--- src/rtl/core/qam_bit_to_symbol_mapper_assert.svh ---
// assertion helpers for the bit-to-symbol mapper
`ifndef QAM_BIT_TO_SYMBOL_MAPPER_ASSERT_SVH
`define QAM_BIT_TO_SYMBOL_MAPPER_ASSERT_SVH

// condition must hold in the same cycle
`define QBSM_ASSERT_NOW(label, ante, cons, msg) \
    label: assert property (@(posedge i_clk) disable iff (!i_rst_n) \
        (ante) |-> (cons)) else $error(msg);

// condition must hold in the next cycle
`define QBSM_ASSERT_NEXT(label, ante, cons, msg) \
    label: assert property (@(posedge i_clk) disable iff (!i_rst_n) \
        (ante) |=> (cons)) else $error(msg);

`endif

--- src/rtl/core/qbsm_pkg.sv ---
package qbsm_pkg;

    localparam int MAX_BITS_PER_SYMBOL = 8;
    localparam int QAM64_BITS          = 6;
    localparam logic [7:0] QAM64_MASK  = 8'h3f;
    localparam int SYM_W               = 8;
    localparam int LEFT_W              = 6;
    localparam int ACC_W               = LEFT_W + 8;
    localparam int AMP_W               = 5;

    typedef enum logic {
        MODE_QAM64  = 1'b0,
        MODE_QAM256 = 1'b1
    } t_mode;

    typedef struct packed {
        logic signed [AMP_W-1:0] i_amp;
        logic signed [AMP_W-1:0] q_amp;
        logic                    end_of_run;
    } t_result;

    typedef struct packed {
        t_result           res0;
        t_result           res1;
        logic [1:0]        num;
        logic [LEFT_W-1:0] left_bits;
        logic [2:0]        left_cnt;
    } t_slice;

    // gray level from one bit lane: r = bit ? r - 2^j : 2^j - r
    function automatic logic signed [AMP_W-1:0] amp_level(
        input logic [SYM_W-1:0] sym,
        input logic [2:0]       pairs,
        input logic             sel
    );
        logic signed [AMP_W:0] r;
        logic signed [AMP_W:0] stp;
        r = '0;
        for (int j = 0; j < SYM_W / 2; j++) begin
            stp = (AMP_W + 1)'(1 << j);
            if (3'(j) < pairs) begin
                if (sym[2 * j + int'(sel)]) begin
                    r = r - stp;
                end else begin
                    r = stp - r;
                end
            end
        end
        return r[AMP_W-1:0];
    endfunction

endpackage

--- src/rtl/core/qbsm_slicer.sv ---
module qbsm_slicer #(
    parameter int P_MAX_BITS = qbsm_pkg::MAX_BITS_PER_SYMBOL
) (
    input  qbsm_pkg::t_mode                   i_mode,
    input  logic [qbsm_pkg::LEFT_W-1:0]       i_left_bits,
    input  logic [2:0]                        i_left_cnt,
    input  logic [7:0]                        i_byte,
    input  logic                              i_last,
    output qbsm_pkg::t_slice                  o_slice
);

    localparam logic [qbsm_pkg::SYM_W-1:0] FULL_MASK =
        qbsm_pkg::SYM_W'((1 << P_MAX_BITS) - 1);

    logic [3:0]                     bits;
    logic [2:0]                     pairs;
    logic [qbsm_pkg::SYM_W-1:0]     sym_mask;
    logic [qbsm_pkg::LEFT_W-1:0]    lmask;
    logic [qbsm_pkg::ACC_W-1:0]     acc;
    logic [qbsm_pkg::ACC_W-1:0]     rmask;
    logic [3:0]                     cnt0;
    logic [3:0]                     rem1;
    logic [3:0]                     rem2;
    logic [3:0]                     rem;
    logic                           have1;
    logic                           have2;
    logic [qbsm_pkg::SYM_W-1:0]     sym0;
    logic [qbsm_pkg::SYM_W-1:0]     sym1;

    always_comb begin
        bits     = (i_mode == qbsm_pkg::MODE_QAM256) ? 4'(P_MAX_BITS) : 4'(qbsm_pkg::QAM64_BITS);
        pairs    = bits[3:1];
        sym_mask = (i_mode == qbsm_pkg::MODE_QAM256) ? FULL_MASK : qbsm_pkg::QAM64_MASK;

        // only the low left_cnt leftover bits count
        lmask = qbsm_pkg::LEFT_W'((7'd1 << i_left_cnt) - 7'd1);
        acc   = {i_left_bits & lmask, i_byte};
        cnt0  = {1'b0, i_left_cnt} + 4'd8;

        have1 = (cnt0 >= bits);
        rem1  = cnt0 - bits;
        have2 = have1 && (rem1 >= bits);
        rem2  = rem1 - bits;
        rem   = have2 ? rem2 : (have1 ? rem1 : cnt0);

        sym0 = qbsm_pkg::SYM_W'(acc >> rem1) & sym_mask;
        sym1 = qbsm_pkg::SYM_W'(acc >> rem2) & sym_mask;

        o_slice.res0.i_amp      = qbsm_pkg::amp_level(sym0, pairs, 1'b1);
        o_slice.res0.q_amp      = qbsm_pkg::amp_level(sym0, pairs, 1'b0);
        o_slice.res0.end_of_run = !have2;
        o_slice.res1.i_amp      = qbsm_pkg::amp_level(sym1, pairs, 1'b1);
        o_slice.res1.q_amp      = qbsm_pkg::amp_level(sym1, pairs, 1'b0);
        o_slice.res1.end_of_run = 1'b1;
        o_slice.num             = have2 ? 2'd2 : (have1 ? 2'd1 : 2'd0);

        rmask = qbsm_pkg::ACC_W'((15'd1 << rem) - 15'd1);
        if (i_last || rem > 4'd6) begin
            o_slice.left_bits = '0;
            o_slice.left_cnt  = '0;
        end else begin
            o_slice.left_bits = qbsm_pkg::LEFT_W'(acc & rmask);
            o_slice.left_cnt  = rem[2:0];
        end
    end

endmodule

--- src/rtl/core/qam_bit_to_symbol_mapper.sv ---
// qam bit-to-symbol mapper
// slave stream: one byte of packed bits per request, first bit in tdata[7];
//   tlast drops the bits left over after that byte
// master stream: one i/q point per request, tlast on the last point a byte made
// config channel: one-bit mode write (0 = qam64, 6 bits; 1 = qam256,
//   MAX_BITS_PER_SYMBOL bits); always ready, write only while the block is idle
// a byte is sliced and mapped in the cycle it is taken; its points land in a
//   three-entry result queue, whose head register drives the master side
// a byte is taken whenever the queue holds at most one point; a byte that makes
//   two points therefore holds off the next byte until the single-wide result
//   port has drained a point from the queue
// reset clears the queue and the leftover bits and selects qam256
// a stalled master side fills the queue past one point and then drops the slave tready; held
//   points stay stable and none is lost
module qam_bit_to_symbol_mapper #(
    parameter int MAX_BITS_PER_SYMBOL = qbsm_pkg::MAX_BITS_PER_SYMBOL
) (
    input  logic        i_clk,
    input  logic        i_rst_n,
    // config write
    input  logic        i_cfg_valid,
    output logic        o_cfg_ready,
    input  logic        i_cfg_data,         // mode
    // byte stream in
    input  logic        i_s_axis_tvalid,
    output logic        o_s_axis_tready,
    input  logic [7:0]  i_s_axis_tdata,     // data_byte
    input  logic        i_s_axis_tlast,     // last_byte
    // symbol stream out
    output logic        o_m_axis_tvalid,
    input  logic        i_m_axis_tready,
    output logic [15:0] o_m_axis_tdata,     // [4:0] i_amp, [9:5] q_amp, zero pad
    output logic        o_m_axis_tlast      // end_of_run
);

    // mode and leftover bit state
    qbsm_pkg::t_mode                r_mode;
    logic [qbsm_pkg::LEFT_W-1:0]    r_left_bits;
    logic [2:0]                     r_left_cnt;

    // result queue, head at entry 0
    qbsm_pkg::t_result              r_buf [0:2];
    qbsm_pkg::t_result              n_buf [0:2];
    logic [1:0]                     r_cnt;
    logic [1:0]                     n_cnt;
    logic [1:0]                     base;

    qbsm_pkg::t_slice               slice;
    logic                           in_fire;
    logic                           out_fire;

    assign o_cfg_ready     = 1'b1;
    assign o_s_axis_tready = (r_cnt <= 2'd1);
    assign in_fire         = i_s_axis_tvalid && o_s_axis_tready;
    assign out_fire        = o_m_axis_tvalid && i_m_axis_tready;

    assign o_m_axis_tvalid = (r_cnt != 2'd0);
    assign o_m_axis_tdata  = {6'd0, r_buf[0].q_amp, r_buf[0].i_amp};
    assign o_m_axis_tlast  = r_buf[0].end_of_run;

    // slice the byte into symbols and map them
    qbsm_slicer #(
        .P_MAX_BITS (MAX_BITS_PER_SYMBOL)
    ) u_slicer (
        .i_mode      (r_mode),
        .i_left_bits (r_left_bits),
        .i_left_cnt  (r_left_cnt),
        .i_byte      (i_s_axis_tdata),
        .i_last      (i_s_axis_tlast),
        .o_slice     (slice)
    );

    // queue update: pop the head, then append the new points behind the rest
    always_comb begin
        n_buf = r_buf;
        if (out_fire) begin
            n_buf[0] = r_buf[1];
            n_buf[1] = r_buf[2];
        end
        base  = r_cnt - {1'b0, out_fire};
        n_cnt = base;
        if (in_fire) begin
            if (slice.num != 2'd0) begin
                n_buf[base] = slice.res0;
            end
            if (slice.num == 2'd2) begin
                n_buf[base + 2'd1] = slice.res1;
            end
            n_cnt = base + slice.num;
        end
    end

    always_ff @(posedge i_clk) begin
        if (!i_rst_n) begin
            r_mode      <= qbsm_pkg::MODE_QAM256;
            r_left_bits <= '0;
            r_left_cnt  <= '0;
            r_cnt       <= '0;
        end else begin
            if (i_cfg_valid && o_cfg_ready) begin
                r_mode <= qbsm_pkg::t_mode'(i_cfg_data);
            end
            if (in_fire) begin
                r_left_bits <= slice.left_bits;
                r_left_cnt  <= slice.left_cnt;
            end
            r_cnt <= n_cnt;
        end
    end

    // payload needs no reset
    always_ff @(posedge i_clk) begin
        r_buf <= n_buf;
    end

    `include "qam_bit_to_symbol_mapper_assert.svh"

    `QBSM_ASSERT_NOW(a_left_cnt_range, 1'b1, r_left_cnt <= 3'd6, "leftover count above six")
    `QBSM_ASSERT_NEXT(a_last_clears, in_fire && i_s_axis_tlast, r_left_cnt == 3'd0, "leftover kept after last byte")
    `QBSM_ASSERT_NEXT(a_pop_count, !in_fire && out_fire, r_cnt == $past(r_cnt) - 2'd1, "queue count off after pop")

endmodule
--- config.mk ---
export PLATFORM = sky130hd
export DESIGN_NAME = qam_bit_to_symbol_mapper
export DESIGN_NICKNAME = d
export VERILOG_FILES = /design/src/rtl/core/qbsm_pkg.sv /design/src/rtl/core/qbsm_slicer.sv /design/src/rtl/core/qam_bit_to_symbol_mapper.sv
export VERILOG_INCLUDE_DIRS = /design/src /design/src/rtl/core
export SDC_FILE = /design/constraint.sdc
export NUM_CORES = 1
export LEC_CHECK = 0
export BUFFER_PORTS_ARGS = -buffer_cell sky130_fd_sc_hd__clkbuf_2
export CAP_MARGIN = 25
export CORE_MARGIN = 1
export CORE_UTILIZATION = 60
export CTS_BUF_LIST = sky130_fd_sc_hd__clkbuf_4 sky130_fd_sc_hd__clkbuf_8 sky130_fd_sc_hd__clkbuf_16
export DETAILED_ROUTE_END_ITERATION = 8
export HOLD_SLACK_MARGIN = 0.08
export PLACE_DENSITY = 0.93
export SLEW_MARGIN = 15
export SYNTH_ARGS = -nofsm -noshare
export SYNTH_HDL_FRONTEND = slang
export SYNTH_SLANG_ARGS = --single-unit
--- constraint.sdc ---
create_clock -name i_clk -period 7.6 [get_ports i_clk]
set_input_delay 1.14 -clock i_clk [delete_from_list [all_inputs] [get_ports i_clk]]
set_output_delay 1.14 -clock i_clk [all_outputs]
set_load 0.03 [all_outputs]
==> results_dict.tcl <==
set metrics [dict create \
    outcome "finished, final reports clean" \
    slew_headroom_pct 34.12 \
    fraction_of_synthesis_flops_using_an_asynchronous_set_or_reset_pin_pct 0 \
    drt-total-wl_um 9152 \
    report.final.setup_viol 0 \
    yosys.area.top_type "dfxtp_1" \
    cts_hold_buf 0 \
    timing.final.crit_share_pct 71.73 \
    row_count 28 \
    maxCapViolations 0 \
    detailedRoute.firstPassIterationCount 4 \
    rrSetupSlack_ns 2.15 \
    finalHoldViolCount 0 \
    grt.total_usage_pct 29.42 \
    power_per_cell_area_nw_per_um2 376.3 \
    core_area_um2 5921 \
    cp_data_required_time_ns 7.84 \
    yosysTopAreaCellShare_pct 18.02 \
    cts_tree "built" \
    drtIter0Drc 264 \
    inserted_clock_buffers 5 \
    avg_vias_per_cell 6.372 \
    cts_root_buffer "clkbuf_8" \
    worst_path_dominant_cell_family "adder cells" \
    finalPower_mw 1.442 \
    cts_repair_resize_count 0 \
    initial_core_util_pct 61.92 \
    category_of_the_worst_setup_path_capture_point "flip-flop" \
    timing.setup.critical_path_class "reg2reg" \
    clock_tree.htree_level_count 2 \
    share_of_the_yosys_chip_area_belonging_to_registers_pct 27.03 \
    cts_buffer_depth 2 \
    routed-via-count 3390 \
    antenna_found_initial 0 \
    ys.flop_type "dfxtp_1" \
    critical_path.n_buffers_inverters 3 \
    worst_clock_skew_ns 0.008294 \
    power.share.clock_pct 13.4 \
    critPathMostFrequentCell "ha_1" \
    tightestPinTransition_ns 0.9822 \
    synthTopCellsByCount "nand2_1 (66), dfxtp_1 (33), mux2i_1 (26), nor2_1 (26), o21ai_0 (24)" \
    post_cts_buffers 0 \
    place_congestion 0.9628 \
    endpoint "r_left_bits[4]$_SDFFE_PN0P_" \
    mappedNetlistArea_um2 3666 \
    ys_top_cells_by_area "dfxtp_1 (18%), edfxtp_1 (9.0%), mux2i_1 (7.1%)" \
    die_area_um2 6426 \
    port-buffer-count 27 \
    cp-startpoint "r_mode$_SDFFE_PN1P_" \
    synth.avg_cell_area_um2 8.111 \
    antenna_cells_inserted 0 \
    cp_data_arrival_time_ns 5.69 \
    sw_frac_of_total_pct 46.76 \
    synth.ff_latch_count 44 \
    stdcell_area_um2 3831 \
    rsz_0062_raised_after_global_routing "no" \
    dp_hpwl_um 6846 \
    critical_path.slowest_cell "a21boi_1" \
    yosys_warnings 0 \
    cellInternalPower_mw 0.7675 \
    p_sw_mw 0.6741 \
    final.setup.tns_ns 0 \
    path_cells "buf_4 -> clkinv_1 -> ha_1 -> inv_1 -> fa_1 -> ha_1 -> nor3b_1 -> o21ai_0 -> a21boi_1 -> mux2i_1 -> or4b_1 -> ha_1 -> or3_1 -> nand3_1 -> a32oi_1 -> nor2b_1" \
    overflow 0 \
    grt_start_max_net_pins 37 \
    grt_pass1_wl_um 14710 \
    post-route-drc-count 0 \
    fin_ws_ns 2.149 \
    cpPeakStageDelay_ns 0.81 \
    timing.critical_path.fanout_max 36 \
    design.final.nets 481 \
    worstSkewPairLatency_ns 0.30 \
    dpl_cell_area_um2 3702 \
    first_global_vias 3047 \
    floorplan.die.width_um 80.17 \
    design.portCount 35 \
    route.antenna.remaining_nets 0 \
    final_critical_path_required_period_ns 5.451 \
    worst_r2r_startpoint "r_mode$_SDFFE_PN1P_" \
    worst_setup_hold_path_clk_slew_ns 0.09 \
    yosysMostFrequentCell "nand2_1" \
    leakagePower_nw 1.585 \
    clock_sinks 44 \
    path_depth 16 \
    fill_cells 505 \
    wl_per_cell_um 17.20 \
    pwr-share-comb_pct 58.9 \
    max_freq_ghz 0.1834 \
    hold_path_class "reg2reg" \
    irDropWorstVdd_mv 0.2265 \
    cp-start-kind "flip-flop" \
    r2r-end "r_left_bits[4]$_SDFFE_PN0P_" \
    layout.core_utilization_pct 64.71 \
    timing.final.max_slew_violations 0 \
    yosysUniqueCellTypes 70 \
    edff_count_synth 11 \
    minimum_setup_slack_after_placement_ns 2.215 \
    timing.hold.ws_ns 0.4765 \
    area_growth_syn_to_layout_pct 4.505 \
    power.sequential.fraction_pct 27.6 \
    syn-instance-count 452 \
    final_cells 532 \
    place.detailed.instances 523 \
    r2r_cells 16 \
    proportion_of_layout_cells_with_a_drive_suffix_above_1_pct 13.35 \
    floorplan.die.height_um 80.17 \
]
==> layout make-up <==
type | instances | area, um^2 | share of cell area (%)
Clock buffer | 6 | 82.58 | 2.155
Clock inverter | 2 | 38.79 | 1.012
Inverter | 18 | 67.56 | 1.764
Multi-Input combinational cell | 357 | 2400 | 62.64
Sequential cell | 44 | 991.0 | 25.87
Tap cell | 75 | 93.84 | 2.449
Timing Repair Buffer | 30 | 157.7 | 4.115
==> registers in the layout, summed over array words and instances, names as in the netlist <==
| register | count |
|---|---|
| r_left_cnt | 2 |
| r_buf | 22 |
| r_cnt | 2 |
| r_left_bits | 6 |
| o_m_axis_tlast | 1 |
| r_mode | 1 |
| o_m_axis_tdata | 10 |
==> worst register-to-register path: cells and delay by family (launching register included) <==
family	cells	cell delay (ns)
adder cells (fa/ha/maj)	4	1.47
buffers and inverters	3	0.82
AO/OA/AOI/OAI	3	1.15
flip-flops	1	0.32
AND/OR/NAND/NOR	5	1.19
multiplexers	1	0.46
==> worst min-delay path by stage <==
stage / startpoint / end / depth (start not counted) / slack (ns)
5_1_grt: r_buf[17]$_DFF_P_ / r_buf[17]$_DFF_P_ / 2 / 0.50
6_report: r_buf[17]$_DFF_P_ / r_buf[17]$_DFF_P_ / 2 / 0.48
3_5_place_dp: r_buf[17]$_DFF_P_ / r_buf[17]$_DFF_P_ / 2 / 0.45
3_3_place_gp: o_m_axis_tdata[0]$_DFF_P_ / o_m_axis_tdata[0]$_DFF_P_ / 2 / 0.45
2_1_floorplan: r_buf[17]$_DFF_P_ / o_m_axis_tdata[0]$_DFF_P_ / 2 / 0.44
4_1_cts: r_buf[17]$_DFF_P_ / r_buf[17]$_DFF_P_ / 2 / 0.48
==> per-layer routing <==
layer	up-vias	part of all wire, %	global-route usage [%]
met5	-	0	0
met4	0	3.2	12.68
met3	27	8.1	4.318
met2	198	47	49.32
met1	1532	41	37.34
li1	1633	-	-
==> power by group through the flow <==
stage	Combinational, mW	Clock, mW	Sequential, mW
2_1_floorplan	0.682	0	0.396
3_3_place_gp	0.788	0	0.397
3_5_place_dp	0.827	0	0.404
4_1_cts	0.832	0.194	0.398
5_1_grt	0.920	0.201	0.409
6_report	0.850	0.194	0.398
==> logic make-up (layout without fill, tap and decap cells) <==
kind of cell	Yosys count	after routing	synth area share, %
other	2	8	0.2049
xor gates and xnor gates	26	26	7.338
and+or+nand+nor	161	161	20.92
DFF	44	44	27.03
muxes	36	36	10.55
AOI/OAI and AO/OA	116	116	22.01
adders and majority gates	10	10	3.823
buffers and inverters	57	56	8.123
==> layout by cell type, fill, tap and decap left out, types with 4 or more instances in the layout <==
cell type  count
mux2i_1       26
nand4_1        4
nand3_1       20
o21ai_0       24
and2_1         4
nor3_1         7
a22oi_1        6
o211ai_1       7
clkbuf_2      27
mux2_2         8
and3_1         5
nand2_1       66
xnor2_1       14
dfxtp_1       33
inv_1         15
nand3b_1       6
a32oi_1        6
o221ai_1       4
clkbuf_8       6
ha_1           8
nand2b_1       5
nor2_1        26
edfxtp_1      11
a31oi_1        5
o22ai_1       10
nor2b_1        8
xor2_1         8
conb_1         8
a21oi_1       19
(Power assumes the default switching activity.)
